### src/rtl/ofmp_pkg.sv
// Shared types, codes and character constants for the order feed message parser.
package ofmp_pkg;

    localparam int DEF_LENGTH_COUNTER_BITS = 11;

    localparam logic [7:0] CH_ADD    = 8'h4E; // N
    localparam logic [7:0] CH_MOD    = 8'h4D; // M
    localparam logic [7:0] CH_REM    = 8'h52; // R
    localparam logic [7:0] CH_TRADE  = 8'h58; // X
    localparam logic [7:0] CH_SELL   = 8'h53; // S
    localparam logic [7:0] CH_BUY    = 8'h42; // B
    localparam logic [7:0] CH_COMMA  = 8'h2C;
    localparam logic [7:0] CH_SPACE  = 8'h20;
    localparam logic [7:0] CH_DOT    = 8'h2E;
    localparam logic [7:0] CH_PLUS   = 8'h2B;
    localparam logic [7:0] CH_MINUS  = 8'h2D;
    localparam logic [7:0] CH_ZERO   = 8'h30;
    localparam logic [7:0] CH_NINE   = 8'h39;

    localparam logic [2:0] K_NONE  = 3'd0;
    localparam logic [2:0] K_ADD   = 3'd1;
    localparam logic [2:0] K_MOD   = 3'd2;
    localparam logic [2:0] K_REM   = 3'd3;
    localparam logic [2:0] K_TRADE = 3'd4;

    localparam logic [2:0] ST_OK       = 3'd0;
    localparam logic [2:0] ST_LENGTH   = 3'd1;
    localparam logic [2:0] ST_TYPE     = 3'd2;
    localparam logic [2:0] ST_PRODUCT  = 3'd3;
    localparam logic [2:0] ST_BAD_DATA = 3'd4;

    localparam logic [1:0] CFG_MAX_LEN   = 2'd0;
    localparam logic [1:0] CFG_MAX_SIZE  = 2'd1;
    localparam logic [1:0] CFG_MAX_PRICE = 2'd2;

    // token flag bit positions
    localparam int TF_IN    = 0;
    localparam int TF_DIGIT = 1;
    localparam int TF_NEG   = 2;
    localparam int TF_DOT   = 3;
    localparam int TF_OVF   = 4;

    typedef enum logic [2:0] {
        F_TYPE  = 3'd0,
        F_PROD  = 3'd1,
        F_ORDER = 3'd2,
        F_SIDE  = 3'd3,
        F_SIZE  = 3'd4,
        F_PRICE = 3'd5,
        F_DONE  = 3'd6
    } field_t;

    typedef struct packed {
        logic        [9:0]  len_limit;
        logic        [31:0] size_limit;
        logic        [31:0] price_limit;
    } cfg_t;

    typedef struct packed {
        logic        [2:0]  msg_kind;
        logic        [2:0]  status;
        logic signed [31:0] product_id;
        logic        [63:0] order_id;
        logic               side;
        logic        [31:0] quantity;
        logic        [31:0] price_cents;
    } res_t;

    function automatic logic [2:0] first_err(input logic [2:0] cur, input logic [2:0] code);
        return (cur == ST_OK) ? code : cur;
    endfunction

endpackage

### src/rtl/ofmp_req_if.sv
// Request channel: one message byte per request.
interface ofmp_req_if;
    logic               valid;
    logic               ready;
    logic        [7:0]  msg_byte;
    logic               end_of_message;
    logic signed [31:0] preset_product_id;

    modport source (output valid, msg_byte, end_of_message, preset_product_id, input ready);
    modport sink   (input valid, msg_byte, end_of_message, preset_product_id, output ready);
endinterface

### src/rtl/ofmp_res_if.sv
// Result channel: one parsed message per result.
interface ofmp_res_if;
    logic               valid;
    logic               ready;
    logic        [2:0]  msg_kind;
    logic        [2:0]  status;
    logic signed [31:0] product_id;
    logic        [63:0] order_id;
    logic               side;
    logic        [31:0] quantity;
    logic        [31:0] price_cents;

    modport source (output valid, msg_kind, status, product_id, order_id, side, quantity,
                    price_cents, input ready);
    modport sink   (input valid, msg_kind, status, product_id, order_id, side, quantity,
                    price_cents, output ready);
endinterface

### src/rtl/order_feed_message_parser.sv
// Order feed message parser top: input register, byte parser, result register.
// An end byte is held in the input register; its result is registered in the result register once the slot is free.
// Throughput: one byte request per cycle back to back; parser state updates once per byte.
// Only an end byte waits, and only while the result register is full and not being taken.
// Reset (rst_n, async, active low) clears both valid flags and all parser state and restores
// the configuration defaults (length 1023, size and price limits all ones).
module order_feed_message_parser
    import ofmp_pkg::*;
#(
    parameter int LENGTH_COUNTER_BITS = DEF_LENGTH_COUNTER_BITS
)
(
    input  logic        clk,
    input  logic        rst_n,
    ofmp_req_if.sink    request,
    ofmp_res_if.source  result,
    input  logic        cfg_we,
    input  logic [1:0]  cfg_index,
    input  logic [31:0] cfg_wdata
);

    cfg_t cfg;
    res_t res;

    // input register
    logic               in_valid_reg, in_valid_next;
    logic        [7:0]  byte_reg;
    logic               eom_reg;
    logic signed [31:0] preset_reg;

    // result register
    logic               out_valid_reg, out_valid_next;
    res_t               res_reg;

    logic out_free;
    logic step;

    ofmp_cfg_regs u_cfg (
        .clk       (clk),
        .rst_n     (rst_n),
        .cfg_we    (cfg_we),
        .cfg_index (cfg_index),
        .cfg_wdata (cfg_wdata),
        .cfg       (cfg)
    );

    // A byte moves on unless it closes a message and the result slot is still full.
    assign out_free = !out_valid_reg || result.ready;
    assign step     = in_valid_reg && (!eom_reg || out_free);
    assign request.ready = !in_valid_reg || step;

    ofmp_parser #(
        .LENGTH_COUNTER_BITS (LENGTH_COUNTER_BITS)
    ) u_parser (
        .clk               (clk),
        .rst_n             (rst_n),
        .step              (step),
        .msg_byte          (byte_reg),
        .end_of_message    (eom_reg),
        .preset_product_id (preset_reg),
        .cfg               (cfg),
        .res               (res)
    );

    always_comb
    begin
        in_valid_next = in_valid_reg;
        if (request.ready)
            in_valid_next = request.valid;

        out_valid_next = out_valid_reg;
        if (result.ready)
            out_valid_next = 1'b0;
        if (step && eom_reg)
            out_valid_next = 1'b1;
    end

    always_ff @(posedge clk or negedge rst_n)
    begin
        if (!rst_n)
        begin
            in_valid_reg  <= 1'b0;
            out_valid_reg <= 1'b0;
        end
        else
        begin
            in_valid_reg  <= in_valid_next;
            out_valid_reg <= out_valid_next;
        end
    end

    // payload registers, no reset
    always_ff @(posedge clk)
    begin
        if (request.valid && request.ready)
        begin
            byte_reg   <= request.msg_byte;
            eom_reg    <= request.end_of_message;
            preset_reg <= request.preset_product_id;
        end
        if (step && eom_reg)
            res_reg <= res;
    end

    assign result.valid       = out_valid_reg;
    assign result.msg_kind    = res_reg.msg_kind;
    assign result.status      = res_reg.status;
    assign result.product_id  = res_reg.product_id;
    assign result.order_id    = res_reg.order_id;
    assign result.side        = res_reg.side;
    assign result.quantity    = res_reg.quantity;
    assign result.price_cents = res_reg.price_cents;

endmodule

### src/rtl/ofmp_cfg_regs.sv
// Configuration register bank.
module ofmp_cfg_regs
    import ofmp_pkg::*;
(
    input  logic        clk,
    input  logic        rst_n,
    input  logic        cfg_we,
    input  logic [1:0]  cfg_index,
    input  logic [31:0] cfg_wdata,
    output cfg_t        cfg
);

    cfg_t cfg_reg;
    cfg_t cfg_next;

    always_comb
    begin
        cfg_next = cfg_reg;
        if (cfg_we)
        begin
            case (cfg_index)
                CFG_MAX_LEN:   cfg_next.len_limit   = cfg_wdata[9:0];
                CFG_MAX_SIZE:  cfg_next.size_limit  = cfg_wdata;
                CFG_MAX_PRICE: cfg_next.price_limit = cfg_wdata;
                default:       cfg_next = cfg_reg;
            endcase
        end
    end

    always_ff @(posedge clk or negedge rst_n)
    begin
        if (!rst_n)
        begin
            cfg_reg.len_limit   <= 10'h3FF;
            cfg_reg.size_limit  <= 32'hFFFF_FFFF;
            cfg_reg.price_limit <= 32'hFFFF_FFFF;
        end
        else
        begin
            cfg_reg <= cfg_next;
        end
    end

    assign cfg = cfg_reg;

endmodule

### src/rtl/ofmp_parser.sv
// Per-byte token parser: accumulators, field sequencing and result assembly.
module ofmp_parser
    import ofmp_pkg::*;
#(
    parameter int LENGTH_COUNTER_BITS = DEF_LENGTH_COUNTER_BITS
)
(
    input  logic               clk,
    input  logic               rst_n,
    input  logic               step,
    input  logic        [7:0]  msg_byte,
    input  logic               end_of_message,
    input  logic signed [31:0] preset_product_id,
    input  cfg_t               cfg,
    output res_t               res
);

    localparam int CW = (LENGTH_COUNTER_BITS > 10) ? LENGTH_COUNTER_BITS : 10;
    localparam logic [LENGTH_COUNTER_BITS-1:0] CNT_MAX = '1;

    field_t                         fld_reg, fld_next;
    logic [LENGTH_COUNTER_BITS-1:0] cnt_reg, cnt_next;
    logic [2:0]                     kind_reg, kind_next;
    logic [2:0]                     err_reg, err_next;
    logic [31:0]                    prod_reg, prod_next;
    logic [63:0]                    order_reg, order_next;
    logic [31:0]                    size_reg, size_next;
    logic [31:0]                    price_reg, price_next;
    logic [1:0]                     frac_reg, frac_next;
    logic                           side_reg, side_next;
    logic [4:0]                     flags_reg, flags_next;

    logic        is_dig;
    logic        first;
    logic        fin;
    logic [4:0]  f;
    logic [3:0]  d;
    logic [35:0] prod_w;
    logic [35:0] size_w;
    logic [35:0] price_w;
    logic [67:0] order_w;
    logic [38:0] cents;
    logic [2:0]  st;
    logic        mr;

    always_comb
    begin
        fld_next   = fld_reg;
        cnt_next   = cnt_reg;
        kind_next  = kind_reg;
        err_next   = err_reg;
        prod_next  = prod_reg;
        order_next = order_reg;
        size_next  = size_reg;
        price_next = price_reg;
        frac_next  = frac_reg;
        side_next  = side_reg;
        flags_next = flags_reg;
        fin        = 1'b0;
        f          = '0;
        first      = 1'b0;
        res        = '0;
        st         = ST_OK;
        mr         = 1'b0;
        cents      = '0;
        is_dig     = (msg_byte >= CH_ZERO) && (msg_byte <= CH_NINE);
        d          = 4'(msg_byte - CH_ZERO);
        prod_w     = ({4'b0, prod_reg} << 3) + ({4'b0, prod_reg} << 1) + {32'b0, d};
        size_w     = ({4'b0, size_reg} << 3) + ({4'b0, size_reg} << 1) + {32'b0, d};
        price_w    = ({4'b0, price_reg} << 3) + ({4'b0, price_reg} << 1) + {32'b0, d};
        order_w    = ({4'b0, order_reg} << 3) + ({4'b0, order_reg} << 1) + {64'b0, d};

        if (step)
        begin
            if (cnt_reg != CNT_MAX)
                cnt_next = cnt_reg + 1'b1;

            // byte handling
            if (fld_reg < F_DONE)
            begin
                if (fld_reg == F_PRICE)
                begin
                    if (msg_byte == CH_SPACE)
                    begin
                        fin = flags_reg[TF_IN];
                    end
                    else
                    begin
                        flags_next[TF_IN] = 1'b1;
                        if (is_dig)
                        begin
                            if (!(flags_reg[TF_DOT] && frac_reg >= 2'd2))
                            begin
                                if (!flags_reg[TF_OVF])
                                begin
                                    price_next = price_w[31:0];
                                    if (price_w[35:32] != 4'd0)
                                        flags_next[TF_OVF] = 1'b1;
                                end
                                flags_next[TF_DIGIT] = 1'b1;
                                if (flags_reg[TF_DOT])
                                    frac_next = frac_reg + 2'd1;
                            end
                        end
                        else if (msg_byte == CH_DOT && !flags_reg[TF_DOT])
                        begin
                            flags_next[TF_DOT] = 1'b1;
                        end
                        else
                        begin
                            err_next = first_err(err_reg, ST_BAD_DATA);
                            fld_next = F_DONE;
                        end
                    end
                end
                else if (msg_byte == CH_COMMA)
                begin
                    fin = flags_reg[TF_IN];
                end
                else
                begin
                    first = !flags_reg[TF_IN];
                    flags_next[TF_IN] = 1'b1;
                    case (fld_reg)
                        F_TYPE:
                        begin
                            if (first)
                            begin
                                case (msg_byte)
                                    CH_ADD:   kind_next = K_ADD;
                                    CH_MOD:   kind_next = K_MOD;
                                    CH_REM:   kind_next = K_REM;
                                    CH_TRADE: kind_next = K_TRADE;
                                    default:
                                    begin
                                        kind_next = K_NONE;
                                        fld_next  = F_DONE;
                                    end
                                endcase
                            end
                        end
                        F_PROD:
                        begin
                            if (first && (msg_byte == CH_MINUS || msg_byte == CH_PLUS))
                            begin
                                if (msg_byte == CH_MINUS)
                                    flags_next[TF_NEG] = 1'b1;
                            end
                            else if (is_dig)
                            begin
                                flags_next[TF_DIGIT] = 1'b1;
                                if (!flags_reg[TF_OVF])
                                begin
                                    prod_next = prod_w[31:0];
                                    if (prod_w > 36'h0_8000_0000)
                                        flags_next[TF_OVF] = 1'b1;
                                end
                            end
                            else
                            begin
                                err_next = first_err(err_reg, ST_PRODUCT);
                                fld_next = F_DONE;
                            end
                        end
                        F_ORDER:
                        begin
                            if (!is_dig)
                            begin
                                err_next = first_err(err_reg, ST_BAD_DATA);
                                fld_next = F_DONE;
                            end
                            else
                            begin
                                flags_next[TF_DIGIT] = 1'b1;
                                if (!flags_reg[TF_OVF])
                                begin
                                    if (order_w[67:64] != 4'd0)
                                        flags_next[TF_OVF] = 1'b1;
                                    else
                                        order_next = order_w[63:0];
                                end
                            end
                        end
                        F_SIDE:
                        begin
                            if (first)
                            begin
                                if (msg_byte == CH_SELL)
                                    side_next = 1'b1;
                                else if (msg_byte == CH_BUY)
                                    side_next = 1'b0;
                                else
                                begin
                                    err_next = first_err(err_reg, ST_BAD_DATA);
                                    fld_next = F_DONE;
                                end
                            end
                        end
                        F_SIZE:
                        begin
                            if (!is_dig)
                            begin
                                err_next = first_err(err_reg, ST_BAD_DATA);
                                fld_next = F_DONE;
                            end
                            else
                            begin
                                flags_next[TF_DIGIT] = 1'b1;
                                if (!flags_reg[TF_OVF])
                                begin
                                    size_next = size_w[31:0];
                                    if (size_w[35:32] != 4'd0)
                                        flags_next[TF_OVF] = 1'b1;
                                end
                            end
                        end
                        default:
                        begin
                            fld_next = fld_reg;
                        end
                    endcase
                end
            end

            // open token closed by the end of the message
            if (end_of_message && fld_next < F_DONE && flags_next[TF_IN])
                fin = 1'b1;

            if (fin)
            begin
                f = flags_next;
                flags_next = '0;
                case (fld_next)
                    F_TYPE:
                    begin
                        fld_next = (kind_next == K_MOD || kind_next == K_REM) ? F_ORDER : F_PROD;
                    end
                    F_PROD:
                    begin
                        if (!f[TF_DIGIT] || f[TF_OVF])
                        begin
                            err_next = first_err(err_next, ST_PRODUCT);
                            fld_next = F_DONE;
                        end
                        else if (f[TF_NEG] && kind_next == K_ADD && prod_next != 32'd0)
                        begin
                            err_next = first_err(err_next, ST_PRODUCT);
                            fld_next = F_DONE;
                        end
                        else if (!f[TF_NEG] && prod_next > 32'h7FFF_FFFF)
                        begin
                            err_next = first_err(err_next, ST_PRODUCT);
                            fld_next = F_DONE;
                        end
                        else
                        begin
                            if (f[TF_NEG])
                                prod_next = 32'd0 - prod_next;
                            fld_next = (kind_next == K_ADD) ? F_ORDER : F_SIZE;
                        end
                    end
                    F_ORDER:
                    begin
                        if (!f[TF_DIGIT] || f[TF_OVF])
                        begin
                            err_next = first_err(err_next, ST_BAD_DATA);
                            fld_next = F_DONE;
                        end
                        else
                            fld_next = F_SIDE;
                    end
                    F_SIDE:
                    begin
                        fld_next = F_SIZE;
                    end
                    F_SIZE:
                    begin
                        if (!f[TF_DIGIT] || f[TF_OVF] || (kind_next != K_TRADE &&
                            (size_next == 32'd0 || size_next > cfg.size_limit)))
                        begin
                            err_next = first_err(err_next, ST_BAD_DATA);
                            fld_next = F_DONE;
                        end
                        else
                            fld_next = F_PRICE;
                    end
                    F_PRICE:
                    begin
                        case (frac_next)
                            2'd0:    cents = ({7'b0, price_next} << 6) +
                                             ({7'b0, price_next} << 5) +
                                             ({7'b0, price_next} << 2);
                            2'd1:    cents = ({7'b0, price_next} << 3) +
                                             ({7'b0, price_next} << 1);
                            default: cents = {7'b0, price_next};
                        endcase
                        if (!f[TF_DIGIT] || f[TF_OVF] || cents[38:32] != 7'd0 ||
                            cents[31:0] > cfg.price_limit)
                        begin
                            err_next = first_err(err_next, ST_BAD_DATA);
                            fld_next = F_DONE;
                        end
                        else
                        begin
                            price_next = cents[31:0];
                            fld_next   = F_DONE;
                        end
                    end
                    default:
                    begin
                        fld_next = fld_next;
                    end
                endcase
            end

            if (end_of_message)
            begin
                // message ended with fields still missing
                if (fld_next < F_DONE && kind_next != K_NONE)
                begin
                    err_next = first_err(err_next,
                                         (fld_next == F_PROD) ? ST_PRODUCT : ST_BAD_DATA);
                end

                mr = (kind_next == K_MOD) || (kind_next == K_REM);
                if (CW'(cnt_next) > CW'(cfg.len_limit))
                    st = ST_LENGTH;
                else if (kind_next == K_NONE)
                    st = ST_TYPE;
                else if (mr && preset_product_id[31])
                    st = ST_PRODUCT;
                else
                    st = err_next;

                res.status = st;
                if (st != ST_LENGTH && st != ST_TYPE)
                    res.msg_kind = kind_next;
                if (st == ST_OK)
                begin
                    res.product_id  = mr ? preset_product_id : $signed(prod_next);
                    if (kind_next != K_TRADE)
                    begin
                        res.order_id = order_next;
                        res.side     = side_next;
                    end
                    res.quantity    = size_next;
                    res.price_cents = price_next;
                end

                fld_next   = F_TYPE;
                cnt_next   = '0;
                kind_next  = K_NONE;
                err_next   = ST_OK;
                prod_next  = '0;
                order_next = '0;
                size_next  = '0;
                price_next = '0;
                frac_next  = '0;
                side_next  = 1'b0;
                flags_next = '0;
            end
        end
    end

    always_ff @(posedge clk or negedge rst_n)
    begin
        if (!rst_n)
        begin
            fld_reg   <= F_TYPE;
            cnt_reg   <= '0;
            kind_reg  <= K_NONE;
            err_reg   <= ST_OK;
            prod_reg  <= '0;
            order_reg <= '0;
            size_reg  <= '0;
            price_reg <= '0;
            frac_reg  <= '0;
            side_reg  <= 1'b0;
            flags_reg <= '0;
        end
        else
        begin
            fld_reg   <= fld_next;
            cnt_reg   <= cnt_next;
            kind_reg  <= kind_next;
            err_reg   <= err_next;
            prod_reg  <= prod_next;
            order_reg <= order_next;
            size_reg  <= size_next;
            price_reg <= price_next;
            frac_reg  <= frac_next;
            side_reg  <= side_next;
            flags_reg <= flags_next;
        end
    end

endmodule
### src/flat_wrapper.sv
// flat-port wrapper written by rule: the top's interface ports become plain ports
module order_feed_message_parser_flat import ofmp_pkg::*;
#(
    parameter int LENGTH_COUNTER_BITS = DEF_LENGTH_COUNTER_BITS
)
  (clk, rst_n, cfg_we, cfg_index, cfg_wdata, request_valid, request_msg_byte, request_end_of_message, request_preset_product_id, request_ready, result_valid, result_msg_kind, result_status, result_product_id, result_order_id, result_side, result_quantity, result_price_cents, result_ready);
  ofmp_req_if request_i ();
  ofmp_res_if result_i ();
  input  logic clk;
  input  logic rst_n;
  input  logic cfg_we;
  input  logic [1:0] cfg_index;
  input  logic [31:0] cfg_wdata;
  input wire logic [$bits(request_i.valid)-1:0] request_valid;
  input wire logic [$bits(request_i.msg_byte)-1:0] request_msg_byte;
  input wire logic [$bits(request_i.end_of_message)-1:0] request_end_of_message;
  input wire logic [$bits(request_i.preset_product_id)-1:0] request_preset_product_id;
  output wire logic [$bits(request_i.ready)-1:0] request_ready;
  output wire logic [$bits(result_i.valid)-1:0] result_valid;
  output wire logic [$bits(result_i.msg_kind)-1:0] result_msg_kind;
  output wire logic [$bits(result_i.status)-1:0] result_status;
  output wire logic [$bits(result_i.product_id)-1:0] result_product_id;
  output wire logic [$bits(result_i.order_id)-1:0] result_order_id;
  output wire logic [$bits(result_i.side)-1:0] result_side;
  output wire logic [$bits(result_i.quantity)-1:0] result_quantity;
  output wire logic [$bits(result_i.price_cents)-1:0] result_price_cents;
  input wire logic [$bits(result_i.ready)-1:0] result_ready;
  assign request_i.valid = request_valid;
  assign request_i.msg_byte = request_msg_byte;
  assign request_i.end_of_message = request_end_of_message;
  assign request_i.preset_product_id = request_preset_product_id;
  assign request_ready = request_i.ready;
  assign result_valid = result_i.valid;
  assign result_msg_kind = result_i.msg_kind;
  assign result_status = result_i.status;
  assign result_product_id = result_i.product_id;
  assign result_order_id = result_i.order_id;
  assign result_side = result_i.side;
  assign result_quantity = result_i.quantity;
  assign result_price_cents = result_i.price_cents;
  assign result_i.ready = result_ready;
  order_feed_message_parser #(.LENGTH_COUNTER_BITS(LENGTH_COUNTER_BITS)) u_core (.clk(clk), .rst_n(rst_n), .request(request_i), .result(result_i), .cfg_we(cfg_we), .cfg_index(cfg_index), .cfg_wdata(cfg_wdata));
endmodule
### config.mk
export PLATFORM = sky130hd
export DESIGN_NAME = order_feed_message_parser_flat
export DESIGN_NICKNAME = d
export VERILOG_FILES = /design/src/rtl/ofmp_pkg.sv /design/src/rtl/ofmp_req_if.sv /design/src/rtl/ofmp_res_if.sv /design/src/rtl/order_feed_message_parser.sv /design/src/rtl/ofmp_cfg_regs.sv /design/src/rtl/ofmp_parser.sv /design/src/flat_wrapper.sv
export SDC_FILE = /design/constraint.sdc
export NUM_CORES = 2
export LEC_CHECK = 0
export ABC_AREA = 1
export BUFFER_PORTS_ARGS = -buffer_cell sky130_fd_sc_hd__buf_2
export CAP_MARGIN = 20
export CORE_ASPECT_RATIO = 0.5
export CORE_MARGIN = 4
export CORE_UTILIZATION = 45
export DETAILED_ROUTE_END_ITERATION = 10
export PLACE_DENSITY = 0.6
export SLEW_MARGIN = 10
export SYNTH_ARGS = -nofsm -noshare
export SYNTH_HDL_FRONTEND = slang
export SYNTH_SLANG_ARGS = --single-unit
### constraint.sdc
create_clock -name clk -period 18.15 [get_ports clk]
set_clock_uncertainty 0.15 [all_clocks]
set_input_delay 2.7225 -clock clk [delete_from_list [all_inputs] [get_ports clk]]
set_output_delay 2.7225 -clock clk [all_outputs]
set_load 0.03 [all_outputs]
# [Word-level counts from Yosys, hierarchy flattened]
# Cells that the tools add are included.
[totals] n_memories=0 ram_bits=0 regBits=472 mem_bits_ro=0 latchBits=0 output_inout_bits=169 word_cells=331
[classes] n_lt_le_gt_ge=11 n_bitwise=0 eq_ne=37 muxes=181 add_sub_neg=15 reduce_logical=60 shift=0 div=0 multipliers=0
[ops] operator="two-way mux 32 bit" n=35
[ops] operator="two-way mux 64 bit" n=8
[ops] operator="two-way mux 3 bit" n=64
[ops] operator="adder 35 x 33 -> 36 bit" n=4
[ops] operator="two-way mux 39 bit" n=3
[ops] operator="adder 36 x 4 -> 36 bit" n=3
[ops] operator="case mux 39 bit (2 select lines)" n=1
[ops] operator="adder 67 x 65 -> 68 bit" n=1
[ops] operator="adder 68 x 4 -> 68 bit" n=1
[ops] operator="greater-than comparator 32 bit" n=2
[ops] operator="equality test 8 x 7 -> 1 bit (second input constant)" n=6
[ops] operator="two-way mux 1 bit" n=43
[ops] operator="equality test 8 x 6 -> 1 bit (second input constant)" n=5
[ops] operator="adder 38 x 37 -> 39 bit" n=1
[ops] operator="adder 39 x 34 -> 39 bit" n=1
[ops] operator="greater-than comparator 36 x 32 -> 1 bit (second input constant)" n=1
[ops] operator="case mux 3 bit (4 select lines)" n=3
[ops] operator="two-way mux 11 bit" n=3
[ops] operator="greater-than comparator 32 x 31 -> 1 bit (second input constant)" n=1
[ops] operator="logical NOT 32 bit" n=1
[ops] operator="nonzero test 32 bit" n=1
[ops] operator="subtractor 1 x 32 -> 32 bit (first input constant)" n=1
[ops] operator="two-way mux 2 bit" n=13
[ops] operator="logical NOT 3 bit" n=7
[ops] operator="other kinds (37)" n=95

# [Logic depth before layout (Yosys ltp)]
[logic_depth] depth_word=35 mapped_depth=56 ltp_nobuf=56

# [By module]
# A second synthesis with hierarchy kept.
[hier_totals] hier_cells=5677 area_unflattened_um2=41213.3
[by_module_without_submodules] mod="ofmp_parser" seq_area_each_um2=4704.5 instances=1 area_per_inst_um2=31754.2 cells_per_inst=5123
[by_module_without_submodules] mod="order_feed_message_parser" seq_area_each_um2=6296.0 instances=1 area_per_inst_um2=6356.1 cells_per_inst=223
[by_module_without_submodules] mod="ofmp_cfg_regs" seq_area_each_um2=1944.4 instances=1 area_per_inst_um2=3103.0 cells_per_inst=331

# [Least setup slack after synthesis]
# OpenSTA, ideal clock, no wires.
[synth_timing] path_type="register to register" from="reg u_core.byte_reg[3]" to="reg u_core.res_reg, in the netlist u_core.result.order_id[43] (data pin)" setup_slack_ps=10106 setup_time_ps=264 stages_incl_launch_ff=50 arrival_ps=7630 path_buffers=2 cell_sequence="edfxtp_1 inv_1 fa_1 inv_1 fa_1 nand3_1 nand2_1 a21oi_1 xor2_1 inv_1 o21ai_0 inv_1 fa_1 ha_1 nand2_1 nor3_1 nand2_1 o211ai_1 (+14 left out) nor4b_1 nand2_1 o21ai_0 o211ai_1 nor2_1 nand3_1 nor2_2 nand2_2 nand2_1 nand3_1 nand2_1 nand2_2 o21ai_1 nand3_1 nand4_2 buf_6 buf_12 nor2_4"
[synth_via] elab_chain_cells=32
[synth_lines] item="from (decl)" line="order_feed_message_parser.sv:27" rtl="logic [7:0] byte_reg;"
[synth_lines] item="from (signal assigned)" line="order_feed_message_parser.sv:97" rtl="byte_reg <= request.msg_byte;"
[synth_lines] item="branches (longest 32 deep; another with adder 38 x 37 -> 39 bit)"
[synth_lines] item="to (signal assigned)" line="order_feed_message_parser.sv:102" rtl="res_reg <= res;"
[synth_lines] item="to (decl)" line="order_feed_message_parser.sv:33" rtl="res_t res_reg;"
# Several ways; the timed one is not identified. The select of a mux whose other input is x is not followed.
# A chain may end at the register's enable or synchronous reset.

# [Final worst setup path]
[layout_timing] from="reg u_core.byte_reg[1]" to="reg u_core.res_reg, in the netlist u_core.result.product_id[30] (data pin)"
[layout_via] elab_chain_cells=32
[layout_lines] item="branches (longest 32 deep; another with adder 38 x 37 -> 39 bit)"
# Several ways; the timed one is not identified. The select of a mux whose other input is x is not followed.

==> results.txt <==
----------------------------------------------------
[Timing]
  Maximum frequency from static timing analysis ... approximately 90 MHz
  Transition time at the pin with the least slew margin ... 1.13 ns
  Minimum setup slack in the final design ... just over 7 ns
  Total Neg Setup Slack ... 0 ns
  Max Transition Viols Final ... 0
  Max-Slew Margin vs Limit ... ~25%
  Time the final worst path needs with I/O delays and setup ... around 11 ns
  Count of final hold-check violations ... 0
  Unrepaired setup endpoints after global routing ... false
  Final worst-path cycle share ... 60.9%
  Final setup violation count ... 0

[Clock network]
  Clock tree from TritonCTS ... yes
  Number of buffers between clock root and the deepest sink ... 3
  H-tree depth reported by CTS ... 2
  Count of cells resized by post-cts repair ... 0
  Hold buffer count at cts ... 0
  Insertion delay of the later-clocked pin in the worst-skew pair ... between 0.6 and 0.7 ns
  Post-CTS setup buffer count ... 0
  Number of buffers added by the clock tree synthesis step ... between 40 and 50
  Buffer type at the clock tree root ... clkbuf_16
  Clock-pin slew of the registers on the worst-case setup and hold paths ... ~0.07 ns
  Total number of clock tree sinks ... around 470

[Finish]
  Share of the core filled with cells ... about 51%
  Max FFs per register ... between 70 and 80
  Area overhead of the layout relative to synthesis ... 10.0%
  Share of layout cells above drive strength 1 ... between 10% and 20%
  Total inserted antenna cells ... 0
  Number of nets in the layout ... between 6000 and 7000
  Number of standard cells in the final layout excluding fillers ... slightly above 7000
  Number of inserted filler cells in the final layout ... 8969

[Flow run]
  Max-cap violations ... 0

[Placed design]
  Inst Count DP ... slightly below 7000
  Final weighted congestion of routability-driven global placement ... a little under 1
  Post-detail-place hpwl ... just over 100 mm
  Pre-CTS setup slack ... 7.28 ns
  Port-buffer cells ... about 250

[Run status]
  Outcome ... finished, final reports clean

[Global route]
  Total grt overflow ... 0
  Antenna violations before repair ... 2
  Number of global-route vias before repair ... 37000
  Largest net degree at the start of global routing ... 95
  Global-route wire length before repair ... 207 mm
  Total routing resource utilization after global routing ... between 20% and 30%

[Die]
  Die width ... ~430 um
  Die Y-Extent ... ~220 um
  Site row count ... between 70 and 80
  Full die area ... around 96000 sq um
  Number of ports placed on the die boundary ... around 250
  Placeable core region ... around 89000 sq um
  Effective utilization at floorplan ... 45.9%

[Drt]
  Final ANT Viol Nets ... 0
  Routed WL per cell ... 18.6 um
  Sum of routed wire length over all layers ... 131 mm
  Total vias in the final route ... 38000
  Number of remaining DRC errors ... 0
  Via density per instance ... around 5.4
  Drt first-iter violations ... 3000
  Number of detailed-routing iterations run before antenna repair ... 6

[Synth]
  EDFF count, synth ... 208
  Net count after synthesis ... just over 6000
  Number of cells produced by synthesis ... 5610
  Area share of the leading cell type in the synthesized netlist ... 15.2%
  Largest area contributor in the netlist ... edfxtp_1
  Share of the yosys chip area belonging to registers ... a little under a third
  Most used DFF post-synth ... edfxtp_1
  Count of distinct cell types in the synthesized netlist ... between 60 and 70
  Yosys warns ... 0
  Most frequent cell after synthesis ... nand2_1
  Async SR Flop Fraction ... a little under three fifths
  Commonest cells in the netlist ... 1342 x nand2_1, 841 x inv_1, 535 x nor2_1, 462 x ha_1, 420 x o21ai_0
  Cells taking the most area after synthesis ... edfxtp_1 15%, ha_1 14%, nand2_1 12%
  Synthesized cell area ... about 40000 sq um
  Number of register bits inferred by synthesis ... 472
  Avg Cell Area, Syn ... ~7.3 sq um

[Critical path]
  Number of cells on the worst reg-to-reg path ... 47
  Critical path arrival ... about 11 ns
  Worst Path Required ... between 15 and 20 ns
  Critical path endpoint category ... register
  Last element of the critical path ... u_core.result.product_id[30]
  Critical-path cell with the highest stage delay ... buf_4
  Maximum single-stage delay on the critical path ... roughly 0.79 ns
  Critical R2R Capture ... u_core.result.product_id[30]
  Reg-to-reg startpoint ... u_core.byte_reg[1]
  Dominant delay contributor by cell family on the critical path ... simple AND/OR/NAND/NOR gates
  Internal reg-to-reg setup slack ... roughly 7.1 ns
  Nature of the critical path startpoint ... register
  Start point of the critical path ... u_core.byte_reg[1]
  Buf/Inv on CP ... 5
  Classification of the worst setup path ... register to register
  Crit-path most repeated cell ... nand2_1
  Number of cells on the critical path ... 47
  Max FO, Critical Path ... ~60

[Pwr]
  Overall Power ... ~0.0031 W
  PD cells ... 69.6 nW/um^2
  Peak supply drop ... about 0.1 mV
  Leak ... 23.0 nW

[Worst hold path]
  Type of the most critical hold path ... register to register

----------------------------------------------------
==> metal layers <==
layer | vias to the layer above | routed length (um) | track usage (%) | part of all wire, %
li1 | 19000 | - | - | -
met1 | 17900 | 61000 | 36.3 | 46
met2 | 937 | 61100 | 44.9 | 47
met3 | 157 | 6340 | 3.37 | 4.8
met4 | 0 | 2710 | 5.63 | 2.1
met5 | - | 0 | 0 | 0
==> layout make-up <==
type | count | area [sq um] | share of cell area, %
Multi-Input combinational cell | 4154 | 24300 | 53.8
Sequential cell | 472 | 12900 | 28.7
Inverter | 863 | 3250 | 7.21
Timing Repair Buffer | 290 | 1590 | 3.53
Tap cell | 1185 | 1480 | 3.29
Clock buffer | 66 | 1350 | 3.00
Clock inverter | 26 | 205 | 0.455
==> per-stage QoR <==
| step | hold slack (ns) | cell area, sq um |
|---|---|---|
| after floorplan | 0.298 | 41000 |
| after global placement | 0.318 | 43500 |
| after detailed placement | 0.332 | 43500 |
| after CTS | 0.342 | 45100 |
| after global routing | 0.360 | 45100 |
| final | 0.341 | 45100 |
==> cell usage in the layout (no fill, tap or decap), types with 34 or more instances in the layout <==
| cell | n |
|---|---|
| a21oi_1 | 371 |
| buf_2 | 247 |
| buf_4 | 40 |
| clkbuf_16 | 51 |
| dfrtp_1 | 190 |
| dfstp_2 | 74 |
| edfxtp_1 | 208 |
| fa_1 | 34 |
| ha_1 | 462 |
| inv_1 | 838 |
| nand2_1 | 1341 |
| nand3_1 | 196 |
| nand4_1 | 80 |
| nor2_1 | 533 |
| nor2_2 | 68 |
| nor3_1 | 55 |
| o21ai_0 | 420 |
| o22ai_1 | 109 |
| xnor2_1 | 72 |
| xor2_1 | 111 |
==> worst register-to-register path, delay by kind of cell (launching register included) <==
kind | cells | cell delay, ns
AOI/OAI and AO/OA | 12 | 2.65
DFF | 1 | 0.69
xor gates and xnor gates | 2 | 0.32
buffers and inverters | 5 | 1.29
and+or+nand+nor | 22 | 3.49
adders and majority gates | 6 | 2.22
==> worst min path at each step <==
stage	from	end	slack, ns	depth (start not counted)
after floorplan	u_core.u_parser.kind_reg[0]	u_core.u_parser.kind_reg[0]	0.30	2
after global placement	u_core.u_parser.kind_reg[0]	u_core.u_parser.kind_reg[0]	0.32	2
after detailed placement	u_core.u_parser.kind_reg[0]	u_core.u_parser.kind_reg[0]	0.33	2
after CTS	u_core.u_cfg.cfg[45]	u_core.u_cfg.cfg[45]	0.34	2
after global routing	u_core.u_cfg.cfg[27]	u_core.u_cfg.cfg[27]	0.36	2
final	u_core.u_cfg.cfg[45]	u_core.u_cfg.cfg[45]	0.34	2
==> power breakdown <==
group	internal [W]	total [W]	switching, W	leakage, nW
registers	0.00121	0.00125	0.0000413	5.43
clock network	0.000555	0.00103	0.000471	0.752
logic	0.000220	0.000864	0.000644	16.9
total	0.00199	0.00314	0.00116	23.0
==> kinds of logic (layout without fill, tap and decap cells) <==
kind of cell               count (synthesis)  after routing  share of synthesized area (%)
AOI/OAI and AO/OA                       1096           1096                           14.8
DFF                                      472            472                           31.6
and+or+nand+nor                         2378           2378                           24.6
buffers and inverters                    984           1245                           9.35
adders and majority gates                496            496                           15.8
muxes                                      1              1                         0.0244
xor gates and xnor gates                 183            183                           3.91
Note: power is estimated with default switching activity, not from simulation.
